File: src/rtl/strided_index_to_address_defines.svh
// ----------------------------------------------------------------------------
// Strided index-to-address mapper: assertion macros
// Concurrent checks, compiled out when SYNTHESIS is defined.
// ----------------------------------------------------------------------------
`ifndef STRIDED_INDEX_TO_ADDRESS_DEFINES_SVH
`define STRIDED_INDEX_TO_ADDRESS_DEFINES_SVH
`ifndef SYNTHESIS
// Check a property on every rising clock edge outside reset.
`define SITA_ASSERT(lbl, clk, rst_n, prop) \
	lbl: assert property (@(posedge clk) disable iff (!rst_n) (prop)) \
		else $error("%m: assertion failed");
// Check that a consequent holds in the cycle its antecedent holds.
`define SITA_ASSERT_IMPL(lbl, clk, rst_n, ante, cons) \
	lbl: assert property (@(posedge clk) disable iff (!rst_n) (ante) |-> (cons)) \
		else $error("%m: implication failed");
`else
`define SITA_ASSERT(lbl, clk, rst_n, prop)
`define SITA_ASSERT_IMPL(lbl, clk, rst_n, ante, cons)
`endif
`endif

File: src/rtl/sita_pkg.sv
// ----------------------------------------------------------------------------
// sita_pkg
// Types and constants shared by the strided index-to-address mapper.
// ----------------------------------------------------------------------------
`default_nettype none

package sita_pkg;

	localparam int MAX_DIMS = 8;
	localparam int DimIdxW  = (MAX_DIMS > 1) ? $clog2(MAX_DIMS) : 1;
	localparam int NdW      = $clog2(MAX_DIMS + 1);

	localparam int AddrW    = 64;
	localparam int SizeW    = 32;
	localparam int StrideW  = 64;
	localparam int IndexW   = 64;
	localparam int ItemW    = 5;
	localparam int NumDimsW = 4;
	localparam int DimSelW  = 3;
	localparam int DivCntW  = $clog2(IndexW);

	localparam int CfgIdxW  = 2;
	localparam int CfgDataW = 64;

	typedef enum logic [CfgIdxW-1:0] {
		CFG_BASE_ADDRESS = 2'd0,
		CFG_ITEM_BYTES   = 2'd1,
		CFG_NUM_DIMS     = 2'd2
	} cfg_reg_t;

	typedef enum logic {
		CMD_LOAD = 1'b0,
		CMD_MAP  = 1'b1
	} command_t;

	typedef enum logic [1:0] {
		STAT_OK        = 2'd0,
		STAT_NULL_BASE = 2'd1,
		STAT_ZERO_DIM  = 2'd2
	} status_t;

	typedef struct packed {
		command_t                   command;
		logic [DimSelW-1:0]         dim_index;
		logic [SizeW-1:0]           dim_size;
		logic signed [StrideW-1:0]  dim_stride;
		logic [IndexW-1:0]          linear_index;
	} cmd_t;

	typedef struct packed {
		logic [AddrW-1:0] address;
		status_t          status;
	} result_t;

	typedef struct packed {
		logic [SizeW-1:0]   size;
		logic [StrideW-1:0] stride;
	} dim_entry_t;

	typedef struct packed {
		logic               en;
		logic [DimIdxW-1:0] addr;
		dim_entry_t         entry;
	} mem_wr_t;

	typedef struct packed {
		logic              start;
		logic [IndexW-1:0] dividend;
		logic [SizeW-1:0]  divisor;
	} div_req_t;

	typedef struct packed {
		logic              done;
		logic [IndexW-1:0] quot;
		logic [SizeW-1:0]  rem;
	} div_rsp_t;

endpackage

`default_nettype wire

File: src/rtl/sita_div.sv
// ----------------------------------------------------------------------------
// sita_div
// Radix-2 restoring divider, 64-bit dividend by 32-bit divisor, one quotient
// bit per cycle.
// ----------------------------------------------------------------------------
`default_nettype none

module sita_div (
	input  wire                 clk,
	input  wire                 arst_n,
	input  sita_pkg::div_req_t  req,
	output sita_pkg::div_rsp_t  rsp
);
	import sita_pkg::*;

	logic                busy_q;
	logic                done_q;
	logic [DivCntW-1:0]  cnt_q;
	logic [SizeW-1:0]    rem_q;
	logic [IndexW-1:0]   quot_q;
	logic [SizeW-1:0]    dvsr_q;

	logic [SizeW:0]      trial;
	logic [SizeW:0]      diff;
	logic                fits;

	// Shift the next dividend bit into the partial remainder and try a subtract.
	assign trial = {rem_q, quot_q[IndexW-1]};
	assign diff  = trial - {1'b0, dvsr_q};
	assign fits  = (trial >= {1'b0, dvsr_q});

	always_ff @(posedge clk or negedge arst_n) begin
		if (!arst_n) begin
			busy_q <= 1'b0;
			done_q <= 1'b0;
			cnt_q  <= '0;
			rem_q  <= '0;
			quot_q <= '0;
			dvsr_q <= '0;
		end else begin
			done_q <= 1'b0;
			if (req.start) begin
				busy_q <= 1'b1;
				cnt_q  <= '0;
				rem_q  <= '0;
				quot_q <= req.dividend;
				dvsr_q <= req.divisor;
			end else if (busy_q) begin
				rem_q  <= fits ? diff[SizeW-1:0] : trial[SizeW-1:0];
				quot_q <= {quot_q[IndexW-2:0], fits};
				cnt_q  <= cnt_q + DivCntW'(1);
				if (cnt_q == DivCntW'(IndexW - 1)) begin
					busy_q <= 1'b0;
					done_q <= 1'b1;
				end
			end
		end
	end

	assign rsp.done = done_q;
	assign rsp.quot = quot_q;
	assign rsp.rem  = rem_q;

endmodule

`default_nettype wire

File: config.mk
export PLATFORM = sky130hd
export DESIGN_NAME = sita_div
export DESIGN_NICKNAME = d
export VERILOG_FILES = /design/src/rtl/strided_index_to_address_defines.svh /design/src/rtl/sita_pkg.sv /design/src/rtl/sita_div.sv
export SDC_FILE = /design/constraint.sdc
export NUM_CORES = 1
export LEC_CHECK = 0
export BUFFER_PORTS_ARGS = -buffer_cell sky130_fd_sc_hd__buf_2
export CORE_MARGIN = 2
export CORE_UTILIZATION = 58
export DETAILED_ROUTE_END_ITERATION = 16
export GPL_TIMING_DRIVEN = 0
export PLACE_DENSITY_LB_ADDON = 0.25
export SETUP_SLACK_MARGIN = 0.02
export SYNTH_ARGS = -nofsm -noshare
export SYNTH_HDL_FRONTEND = slang
export SYNTH_SLANG_ARGS = --single-unit
File: constraint.sdc
create_clock -name clk -period 6.11 [get_ports clk]
set_input_delay 0.3055 -clock clk [delete_from_list [all_inputs] [get_ports clk]]
set_output_delay 0.3055 -clock clk [all_outputs]
set_load 0.02 [all_outputs]
Yosys cells after proc, flatten, opt, wreduce, memory -nomap -nowiden
Index checks and enable logic that the tools add are counted.
{ "totals": {"in_bits": 99, "ramBits": 0, "output_inout_bits": 97, "latchBits": 0, "mem_count": 0, "register_bits": 136, "romBits": 0} }
{ "op_classes": {"multipliers": 0, "n_mux": 13, "shift": 0, "div": 0, "n_addsub": 2, "reduce_logical": 1, "bitwise": 0, "magnitude_cmp": 1, "n_eq_ne": 1} }
{ "ops": {"columns": ["op", "n"], "rows": [
  ["$mux W64", 2],
  ["$mux W32", 3],
  ["$ge A33 B32 Y1", 1],
  ["$sub A32 B32 Y32", 1],
  ["$mux W6", 2],
  ["$add A6 B1 Y6 const B", 1],
  ["$eq A6 B6 Y1 const B", 1],
  ["$mux W1", 6],
  ["$reduce_bool A2 Y1", 1]
]} }

Depth between registers and ports, before layout
{ "logic_depth": {"word_depth": 4, "depth_mapped": 14, "ltp_nobuf": 12} }

Least setup slack after synthesis
Ideal clock, no wire load.
{ "synth_timing": {"path_type": "register to register", "startpoint": "register quot_q[63]", "endpoint": "register rem_q[30]", "path_buffers": 0, "setup_slack_ns": 3.088, "t_required_ns": 6.011, "arrival_ns": 2.922, "setup_time_ns": 0.099, "path_stages_with_launch": 13, "period_less_slack_ns": 3.022, "cell_sequence": "dfrtp_1 inv_1 ha_1 fa_1 nand2b_1 a21oi_2 o21ai_1 a2111oi_1 o41ai_1 a21oi_1 and4_1 o31ai_1 a311oi_1"} }
{ "synth_between": {"elab_chain_cells": 4, "elab_cells_between_ends": 5, "classes_between": "add/sub (1); order compare (1); mux (3)"} }
{ "synth_lines": {"columns": ["element", "line_no", "rtl"], "rows": [
  ["from (decl)", "sita_div.sv:20", "logic [IndexW-1:0] quot_q;"],
  ["from (signal assigned)", "sita_div.sv:46", "quot_q <= req.dividend;"],
  ["from (signal assigned)", "sita_div.sv:50", "quot_q <= {quot_q[IndexW-2:0], fits};"],
  ["$sub A32 B32 Y32 or $ge A33 B32 Y1 (tied branches)", "sita_div.sv:29, sita_div.sv:30", null],
  ["$mux W32 (*)", "sita_div.sv:49", "rem_q <= fits ? diff[SizeW-1:0] : trial[SizeW-1:0];"],
  ["$mux W32 (*)", "sita_div.sv:48", "end else if (busy_q) begin"],
  ["$mux W32 (*)", "sita_div.sv:42", "if (req.start) begin"],
  ["to (signal assigned)", "sita_div.sv:49", null],
  ["to (decl)", "sita_div.sv:19", "logic [SizeW-1:0] rem_q;"]
]} }
Mark *: on every way between the ends. The rest lies on a longest branch, timed or not. The select of a mux whose other input is x is not followed.
A chain may end at the register's enable or synchronous reset.

Final worst setup path
Ends and elaborated chain as after synthesis.

==> results.json <==
{
  "status": "finished, final reports clean",
  "end_kind": "flip-flop",
  "ctsResizeCount": 0,
  "grt_pass1_wl_mm": 33.8,
  "fin_ws_ns": 2.51,
  "antenna_cells": 0,
  "io_pins": 196,
  "dpl.hpwl_mm": 15.4,
  "synth_top_cells_by_area": "dfrtp_1 (43%), mux2i_1 (8.6%), nand2_1 (7.5%), o21ai_0 (6.9%), ha_1 (5.2%)",
  "postCtsSetupBuffers": 0,
  "synth_edf_count": 0,
  "std_cell_rows": 42,
  "cts.sinks": 136,
  "r2r_end": "rem_q[30]",
  "cts_max_level": 4,
  "max_slew_margin_pct": 51.1,
  "peakVddDrop_v": 0.000194,
  "worst_pin_slew_ns": 0.733,
  "drt_wl_total_mm": 21.2,
  "start_kind": "flip-flop",
  "clockBufferDepth": 2,
  "ys_types": 69,
  "grt_max_degree": 93,
  "synth_top_area_cell": "dfrtp_1",
  "syn_to_final_growth_pct": 23.9,
  "finalPower_mw": 2.52,
  "drv_cap": 0,
  "dr.pass1.iters": 5,
  "crit_required_ns": 6.43,
  "synth_top_flop_cell": "dfrtp_1",
  "gp_congestion": 0.900,
  "routedWlPerCell_um": 16.6,
  "setup_tns_ns": 0,
  "critPathLaunch": "quot_q[63]",
  "drc": 0,
  "clock_skew_ns": 0.0101,
  "period_minus_slack_ns": 3.60,
  "ys_top_cells_by_count": "nand2_1 (159), dfrtp_1 (136), o21ai_0 (109), mux2i_1 (68), nor2_1 (45)",
  "antenna_found_initial": 0,
  "crit_end": "rem_q[30]",
  "final_net_count": 1223,
  "r2r-start": "quot_q[63]",
  "setup_viol": 0,
  "critical_path_class": "flip-flop to flip-flop",
  "min_path_type": "input port to flip-flop",
  "die_w_um": 121,
  "hold_viol": 0,
  "hold_slack_ns": 0.0905,
  "utilization_pct": 74.1,
  "synthesis.area_um2": 7950,
  "placed_cell_area_um2": 9170,
  "ant_nets": 0,
  "async_reset_ff_share_pct": 100,
  "path_clk_slew_ns": 0.06,
  "pre_cts_slack_ns": 2.64,
  "ys_seq_area_share_pct": 42.8,
  "cts.root.buffer_cell": "clkbuf_16",
  "clock_latency_ns": 0.42,
  "power.density_nw_per_um2": 256,
  "critical_path.max_fanout": 4,
  "start_util_pct": 59.8,
  "numCtsBuffers": 17,
  "hp-start": "req[3]",
  "syn_nets": 1008,
  "syn_area_per_cell_um2": 9.08,
  "power_leakage_nw": 5.34,
  "core_area_um2": 13300,
  "ys_warn_count": 0,
  "min_period_over_period_pct": 59.0,
  "dieArea_um2": 14700,
  "yosysMostFrequentCell": "nand2_1",
  "die_y_um": 121,
  "vias_per_cell": 5.76,
  "cts_hold_repair.buffers": 1,
  "grt_pass1_vias": 7054,
  "rsz0062_at_grt": "false",
  "grt_usage_pct": 29.1,
  "overflow": 0,
  "num_vias": 7364,
  "fmax_ghz": 0.278,
  "placed_cells": 1246,
  "io_buffers": 194,
  "synth-seq-cells": 136,
  "worstPathArrival_ns": 3.92,
  "slew_violations": 0,
  "cts_tree": "yes",
  "reg2reg_depth": 12,
  "postLayoutCellArea_um2": 9850,
  "finalNonFillerCells": 1279,
  "first_iter_violations": 575,
  "drive_gt1_share_pct": 23.8,
  "r2r_slack_ns": 2.51,
  "syn_inst": 875,
  "synth_top_area_share_pct": 42.8
}
area by class of cell:
type | instances | area (µm²)
multi-input cells | 647 | 4160
fillers | 1053 | 3450
flip-flops and latches | 136 | 3400
repair buffers | 196 | 1010
clock buffers | 21 | 470
plain buffers | 50 | 224
well taps | 176 | 220
clock inverters | 11 | 191
inverters | 42 | 158
registers in the layout (all words and copies together) (netlist names):
| name | flops |
|---|---|
| quot_q | 64 |
| done_q | 1 |
| busy_q | 1 |
| rem_q | 32 |
| cnt_q | 6 |
| dvsr_q | 32 |
worst min-delay path by stage:
stage,end,slack (ns),cells past startpoint
finish,dvsr_q[3],0.09,3
global route,dvsr_q[23],0.09,3
CTS,dvsr_q[16],0.08,3
detailed placement,rem_q[16],0.25,1
global placement,dvsr_q[21],0.51,2
floorplan,busy_q,0.01,0
logic make-up after synthesis:
group	Yosys count	share of synthesized area, %
compound gates	244	20.3
mux	69	8.70
xor+xnor	26	2.86
buf+inv	92	4.80
simple gates	274	15.0
flops	136	42.8
fa+ha+maj	34	5.45
worst max-delay path: stages (launching register included):
cell       delay [ns]
dfrtp_1          0.42
inv_1            0.06
ha_1             0.22
fa_1             0.38
nand2b_1         0.21
a21oi_2          0.19
o21ai_1          0.15
a2111oi_1        0.70
o41ai_1          0.27
a21oi_1          0.35
and4_1           0.23
o31ai_1          0.08
a311oi_1         0.25
report_power, final:
group          internal (mW)  switching [mW]
combinational          0.139           0.233
clock                  0.757           0.392
sequential             0.961          0.0401
placed cells by master (no fill, tap or decap), drive strengths merged, types with 8 or more instances in the layout:
master and n:
mux2i 68, and3 9, nand3 14, a21oi 45, a21o 19, nor2 47, buf 209, nand2 159
xor2 13, xnor2 13, o21ai 110, dfrtp 136, nor3 14, nand4 9, clkbuf 57, o21a 8
inv 43, a311oi 19, a211oi 8, ha 33
metal layers:
layer | track usage, % | up-vias | part of all wire [%]
li1 | - | 3507 | -
met1 | 38.3 | 3483 | 43
met2 | 47.6 | 310 | 47
met3 | 4.84 | 64 | 6.4
met4 | 12.9 | 0 | 3.2
met5 | 0 | - | 0
Power figures use the tool's default switching activity.
