File: src/rtl/strided_index_to_address_defines.svh
// ----------------------------------------------------------------------------
// Strided index-to-address mapper: assertion macros
// Concurrent checks, compiled out when SYNTHESIS is defined.
// ----------------------------------------------------------------------------
`ifndef STRIDED_INDEX_TO_ADDRESS_DEFINES_SVH
`define STRIDED_INDEX_TO_ADDRESS_DEFINES_SVH
`ifndef SYNTHESIS
// Check a property on every rising clock edge outside reset.
`define SITA_ASSERT(lbl, clk, rst_n, prop) \
	lbl: assert property (@(posedge clk) disable iff (!rst_n) (prop)) \
		else $error("%m: assertion failed");
// Check that a consequent holds in the cycle its antecedent holds.
`define SITA_ASSERT_IMPL(lbl, clk, rst_n, ante, cons) \
	lbl: assert property (@(posedge clk) disable iff (!rst_n) (ante) |-> (cons)) \
		else $error("%m: implication failed");
`else
`define SITA_ASSERT(lbl, clk, rst_n, prop)
`define SITA_ASSERT_IMPL(lbl, clk, rst_n, ante, cons)
`endif
`endif

File: src/rtl/sita_pkg.sv
// ----------------------------------------------------------------------------
// sita_pkg
// Types and constants shared by the strided index-to-address mapper.
// ----------------------------------------------------------------------------
`default_nettype none

package sita_pkg;

	localparam int MAX_DIMS = 8;
	localparam int DimIdxW  = (MAX_DIMS > 1) ? $clog2(MAX_DIMS) : 1;
	localparam int NdW      = $clog2(MAX_DIMS + 1);

	localparam int AddrW    = 64;
	localparam int SizeW    = 32;
	localparam int StrideW  = 64;
	localparam int IndexW   = 64;
	localparam int ItemW    = 5;
	localparam int NumDimsW = 4;
	localparam int DimSelW  = 3;
	localparam int DivCntW  = $clog2(IndexW);

	localparam int CfgIdxW  = 2;
	localparam int CfgDataW = 64;

	typedef enum logic [CfgIdxW-1:0] {
		CFG_BASE_ADDRESS = 2'd0,
		CFG_ITEM_BYTES   = 2'd1,
		CFG_NUM_DIMS     = 2'd2
	} cfg_reg_t;

	typedef enum logic {
		CMD_LOAD = 1'b0,
		CMD_MAP  = 1'b1
	} command_t;

	typedef enum logic [1:0] {
		STAT_OK        = 2'd0,
		STAT_NULL_BASE = 2'd1,
		STAT_ZERO_DIM  = 2'd2
	} status_t;

	typedef struct packed {
		command_t                   command;
		logic [DimSelW-1:0]         dim_index;
		logic [SizeW-1:0]           dim_size;
		logic signed [StrideW-1:0]  dim_stride;
		logic [IndexW-1:0]          linear_index;
	} cmd_t;

	typedef struct packed {
		logic [AddrW-1:0] address;
		status_t          status;
	} result_t;

	typedef struct packed {
		logic [SizeW-1:0]   size;
		logic [StrideW-1:0] stride;
	} dim_entry_t;

	typedef struct packed {
		logic               en;
		logic [DimIdxW-1:0] addr;
		dim_entry_t         entry;
	} mem_wr_t;

	typedef struct packed {
		logic              start;
		logic [IndexW-1:0] dividend;
		logic [SizeW-1:0]  divisor;
	} div_req_t;

	typedef struct packed {
		logic              done;
		logic [IndexW-1:0] quot;
		logic [SizeW-1:0]  rem;
	} div_rsp_t;

endpackage

`default_nettype wire

File: src/rtl/sita_dim_mem.sv
// ----------------------------------------------------------------------------
// sita_dim_mem
// Dimension table: size and stride per entry, one write and one registered
// read port. Per-entry valid bits make unwritten entries read as zero.
// ----------------------------------------------------------------------------
`default_nettype none

module sita_dim_mem (
	input  wire                             clk,
	input  wire                             arst_n,
	input  sita_pkg::mem_wr_t               wr,
	input  wire                             rd_en,
	input  wire [sita_pkg::DimIdxW-1:0]     rd_addr,
	output sita_pkg::dim_entry_t            rd_data
);
	import sita_pkg::*;

	dim_entry_t             mem_q [MAX_DIMS];
	logic [MAX_DIMS-1:0]    valid_q;
	dim_entry_t             rd_data_s1;

	always_ff @(posedge clk) begin
		if (wr.en) begin
			mem_q[wr.addr] <= wr.entry;
		end
	end

	always_ff @(posedge clk or negedge arst_n) begin
		if (!arst_n) begin
			valid_q <= '0;
		end else if (wr.en) begin
			valid_q[wr.addr] <= 1'b1;
		end
	end

	// Registered read; never-written entries return zero.
	always_ff @(posedge clk) begin
		if (rd_en) begin
			rd_data_s1 <= valid_q[rd_addr] ? mem_q[rd_addr] : '0;
		end
	end

	assign rd_data = rd_data_s1;

endmodule

`default_nettype wire

File: config.mk
export PLATFORM = sky130hd
export DESIGN_NAME = sita_dim_mem
export DESIGN_NICKNAME = d
export VERILOG_FILES = /design/src/rtl/strided_index_to_address_defines.svh /design/src/rtl/sita_pkg.sv /design/src/rtl/sita_dim_mem.sv
export SDC_FILE = /design/constraint.sdc
export NUM_CORES = 1
export LEC_CHECK = 0
export BUFFER_PORTS_ARGS = -buffer_cell sky130_fd_sc_hd__buf_2
export CORE_MARGIN = 4
export CORE_UTILIZATION = 42
export DETAILED_ROUTE_END_ITERATION = 6
export PLACE_DENSITY = 0.58
export SYNTH_ARGS = -nofsm -noshare
export SYNTH_HDL_FRONTEND = slang
export SYNTH_SLANG_ARGS = --single-unit
File: constraint.sdc
create_clock -name clk -period 5.5 [get_ports clk]
set_clock_uncertainty 0.05 [all_clocks]
set_input_delay 0.55 -clock clk [delete_from_list [all_inputs] [get_ports clk]]
set_output_delay 0.55 -clock clk [all_outputs]
set_load 0.005 [all_outputs]
== Word level (Yosys, flattened, before mapping) ==
Memories as Yosys holds them, arrays and structs flattened. A register that Yosys moved wholly into a read port is not among the register bits.
Index checks and enable logic that the tools add are counted.

* Word-level logic and storage cells: 14
* Memories: 1
* Register bits: 8
* Memory bits (writable): 768
* Input bits: 106
* Output and inout bits: 96

{| class="wikitable"
|+ Memories
! name !! words !! width !! read ports !! clocked after Yosys merged registers in !! write ports !! RTL line !! RTL
|-
| mem_q || 8 || 96 || 1 || 1 || 1 || sita_dim_mem.sv:18 || <nowiki>dim_entry_t mem_q [MAX_DIMS];</nowiki>
|}

* Bitwise gates (word level): 1
* Reduce and logical (&&, ||, !) cells: 2
* Multiplexer cells: 6
* Magnitude comparators: 3

{| class="wikitable"
|+ Operators with widths
! kind !! count
|-
| 3-bit by 4-bit < comparator with 1-bit output (second input constant) || 2
|-
| 8-bit OR || 1
|-
| 1-bit two-way mux || 4
|-
| 1-bit binary-select mux with 3-bit select || 1
|-
| 1-bit demux with 3-bit select || 1
|-
| 3-bit by 1-bit >= comparator with 1-bit output (second input constant) || 1
|-
| 1-bit logical AND || 1
|-
| 1-bit logical NOT || 1
|}

== Logic depth before layout (Yosys ltp) ==
* Word-level depth: 5
* Gate-level depth with buffers: 6
* Gate-level depth less buffers: 3

== Worst setup path before layout ==
OpenSTA, ideal clock, no wires.

* Kind: input to register
* Start: input wr[96] (netlist name)
* End: register valid_q[0]
* Slack: -2,576 ps
* Buffers on the path: 0
* Setup time: 106 ps
* Data required time: 5,344 ps
* Cell stages on the path: 3
* Arrival: 7,920 ps
* Path through: nand2b_1 > nor3_1 > or2_2

* Longest elaborated chain between the ends: 5
* Elaborated cells between the ends (all ways): 6
* Classes of those cells: order compare (2); mux (2); bitwise (1); reduce/logical (1)

{| class="wikitable"
|+ RTL lines
! what !! RTL line !! RTL
|-
| from (decl) || sita_dim_mem.sv:11 || <nowiki>input sita_pkg::mem_wr_t wr,</nowiki>
|-
| 3-bit by 4-bit < comparator with 1-bit output (not written as such) / 3-bit by 1-bit >= comparator with 1-bit output (equally long branches) || sita_dim_mem.sv:32 || <nowiki>valid_q[wr.addr] <= 1'b1;</nowiki>
|-
| 1-bit logical AND (not written as such) || sita_dim_mem.sv:32 ||
|-
| 1-bit two-way mux (not written as such) || sita_dim_mem.sv:32 ||
|-
| 1-bit demux with 3-bit select (*) || sita_dim_mem.sv:32 ||
|-
| 8-bit OR (no source line) (*) || - ||
|-
| to (signal assigned) || sita_dim_mem.sv:30 || <nowiki>valid_q <= '0;</nowiki>
|-
| to (signal, indexed assignment) || sita_dim_mem.sv:32 ||
|-
| to (decl) || sita_dim_mem.sv:19 || <nowiki>logic [MAX_DIMS-1:0] valid_q;</nowiki>
|}

Mark *: on every way between the ends. The rest lies on a longest branch, timed or not.
A chain may end at the register's enable or synchronous reset.

== Worst setup path after layout ==
* Start: input rd_addr[2] (netlist name)
* End: register rd_data[63] (netlist name)

* Longest elaborated chain between the ends: 3

{| class="wikitable"
|+ RTL lines
! what !! RTL line !! RTL
|-
| from (decl) || sita_dim_mem.sv:13 || <nowiki>input wire [sita_pkg::DimIdxW-1:0] rd_addr,</nowiki>
|-
| 1-bit binary-select mux with 3-bit select || sita_dim_mem.sv:39 || <nowiki>rd_data_s1 <= valid_q[rd_addr] ? mem_q[rd_addr] : '0;</nowiki>
|-
| 1-bit two-way mux (not written as such) || sita_dim_mem.sv:39 ||
|-
| 1-bit logical NOT (no source line) || - ||
|}

Parallel ways exist; a longest one is shown, timed or not. The select of a mux whose other input is x is not followed.

==> results by group <==
Drt
  • DR WL/cell: 25.7 µm
  • Starting DRT DRC Count: ~1200
  • Final wirelength: just under 70 mm
  • Vias per cell: between 5 and 6
  • Drt drc: 0
  • Vias post-DR: 14369
  • TritonRoute pass-1 iters: 5
  • Final ANT Viol Nets: 0

Finish
  • Multi-input gate area: 5890 µm²
  • Final nets: 1700
  • Filler Cells Inserted: approximately 6200
  • Share of layout cells above drive strength 1: about a third
  • Storage element area: around 26000 µm²
  • Post-route design area: 37500 µm²
  • Non-filler cells, final: about 2700
  • Area Growth Syn to Fin: 16.4%

Clock tree
  • Clk_lat worst skew: about 630 ps
  • Setup bufs post-CTS: 0
  • CTS Buf Count: 90
  • CTS tree: built
  • Clk sinks: 872
  • Worst-path clk slew: about 60 ps
  • Hold-fix buffers, CTS: 1
  • Max Root-Sink Buffers: 3
  • CTS resizes: 0
  • Root Driver: clkbuf_16
  • Number of H-tree levels: 3

STA
  • Crit share post-route: between 40 and 50%
  • Setup TNS: 0 ps
  • Pins Over Slew Limit: 0
  • Slew at the pin closest to its max-slew limit: around 1000 ps
  • Fin. Hold Viols: 0
  • Max Freq: 392 MHz
  • RSZ-0062 raised after global routing: false
  • Fin crit period: 2550 ps
  • Max transition margin: between 30% and 40%
  • Setup violations, final: 0

Die
  • Starting Density: between 40 and 50%
  • Chip height: around 290 µm
  • Core area: about 76000 µm²
  • Row count: 101
  • Die ar.: about 81000 µm²
  • IO Count: 202
  • Die Width: about 290 µm

Power
  • Clock power share: between 40% and 50%
  • Pwr Density: 382 nW/µm²
  • Worst-case vdd ir drop: between 0.15 and 0.2 mV
  • Internal Power: between 10 and 15 mW
  • Comb power frac: approximately 5.4%
  • Sw Share: between 20% and 30%
  • P_sw: 2.97 mW
  • Pleak: 12.4 nW
  • Flop pwr share: about 54%

Worst setup path
  • Arr. time, crit path: approximately 2800 ps
  • Worst Setup End Kind: flop
  • Worst EP required: slightly below 6000 ps
  • Crit Path Class: in2reg
  • Reg-to-reg critical path startpoint: valid_q[7]
  • Cell breakdown of the critical path: buf_6 -> buf_4 -> buf_4 -> mux2i_1 -> nor2_1
  • CP most frequent cell: buf_4
  • CP max stage delay: 700 ps
  • Crit Reg-Reg Endpoint: rd_data[67]
  • Reg2reg path depth: 4
  • Worst R2R Setup Slack: roughly 3200 ps
  • Startpoint type of the worst setup path: input pin
  • Crit path max-delay cell type: buf_4
  • CP max FO: 39

Worst hold path
  • Hold path cells: 1
  • Hold EP: mem_q[1][3]
  • Hold path start: wr[3]
  • Worst Hold Class: in2reg

Synthesis
  • Cell Area, Synth: approximately 32000 µm²
  • Dominant cell type by area after synthesis: edfxtp_1
  • Avg Inst Size Synth: approximately 24 µm²
  • Yosys top cell area share: a little over 80%
  • Ranking of synthesized cells by area: edfxtp_1 (80%), mux4_2 (14%), mux2i_1 (3.0%)
  • Synth Register Bits: about 870
  • Synth Instances: between 1000 and 1500
  • Netlist cell types: 14
  • Yosys warning count: 0
  • Post-synthesis sequential area ratio: 81.1%
  • Post-synth net total: 1450

Place
  • Placed cells: 2531
  • Placed cell area: 34700 µm²
  • Detailed Place HPWL: around 34 mm
  • Port Buffer Count: 201
  • Final Wtd Congestion: 0.686

Global routing
  • First-pass GRT wire length: 103 mm
  • Largest net degree at the start of global routing: 98
  • Total GRT Usage: roughly 17%
  • Total congestion overflow: 0
  • Initial antenna violation count: 26
  • Number of global-route vias before repair: roughly 16000

Job
  • Max_cap viols: 0

Outcome
  • Status: complete, no violations
per-stage QoR:
stage | util, % | hold slack (ps) | total power, mW | setup slack (ps)
6_report | 49.3 | 137 | 14.4 | 2950
5_1_grt | 49.3 | 119 | 14.9 | 2800
4_1_cts | 49.3 | 91.5 | 14.5 | 2930
3_5_place_dp | 45.6 | 353 | 8.63 | 2260
3_3_place_gp | 45.6 | 354 | 8.60 | 2270
2_1_floorplan | - | 204 | 8.23 | 114
synth_stat cells (all sizes together):
| library cell | n |
|---|---|
| or2 | 8 |
| mux2i | 97 |
| buf | 43 |
| nand2 | 2 |
| clkbuf | 21 |
| nor3 | 2 |
| nand2b | 3 |
| dfrtp | 8 |
| nor2 | 102 |
| mux4 | 194 |
| edfxtp | 864 |
sequential cells by signal (all words and copies together), names as in the netlist:
name     count
mem_q      768
rd_data     96
valid_q      8
how the worst max path moves through the flow:
| stage | startpoint | to |
|---|---|---|
| after floorplan | wr[96] | valid_q[2] |
| after global placement | rd_addr[2] | rd_data[63] |
| after detailed placement | rd_addr[2] | rd_data[62] |
| after CTS | rd_addr[2] | rd_data[63] |
| after global routing | rd_addr[0] | rd_data[67] |
| final | rd_addr[2] | rd_data[63] |
cell type report:
cell class,count,share of cell area (%)
tap,1030,3.43
clock buffer,115,6.36
sequential,872,69.7
multi-input combinational,408,15.7
timing repair buffer,222,3.58
clock inverter,45,1.19
antenna,10,0.0667
cells by family after synthesis:
kind of cell / synth area share (%)
flip-flops: 81.1
multiplexers: 16.6
buffers and inverters: 0.881
AND/OR/NAND/NOR: 1.45
routing by layer:
layer	track usage (%)	up-vias	wire, µm	share of wire (%)
li1	-	6150	-	-
met3	4.52	108	4650	6.7
met5	0	-	171	0.25
met2	27.1	365	33300	48
met1	24.2	7718	30000	43
met4	4.32	28	1160	1.7
cells in the final DEF (no fill, tap or decap), drive strengths merged:
cell type / n
clkinvlp: 4
mux2i: 97
bufinv: 8
or2: 8
nand2: 2
dlygate4sd3: 1
nor3: 2
buf: 220
edfxtp: 864
clkinv: 29
nor2: 102
diode: 10
inv: 4
nand2b: 3
mux4: 194
dfrtp: 8
clkbuf: 116
worst max-delay path: cells and delay by family:
kind	cells	cell delay (ps)
AND/OR/NAND/NOR	1	60
multiplexers	1	270
buffers and inverters	3	1880
power by group through the flow:
stage	Combinational (mW)	Clock [mW]	Sequential [mW]
floorplan	0.417	0	7.82
global placement	0.780	0	7.82
detailed placement	0.798	0	7.83
CTS	0.800	6.05	7.69
global route	0.853	6.35	7.71
finish	0.773	5.89	7.69
Power figures use the tool's default switching activity.
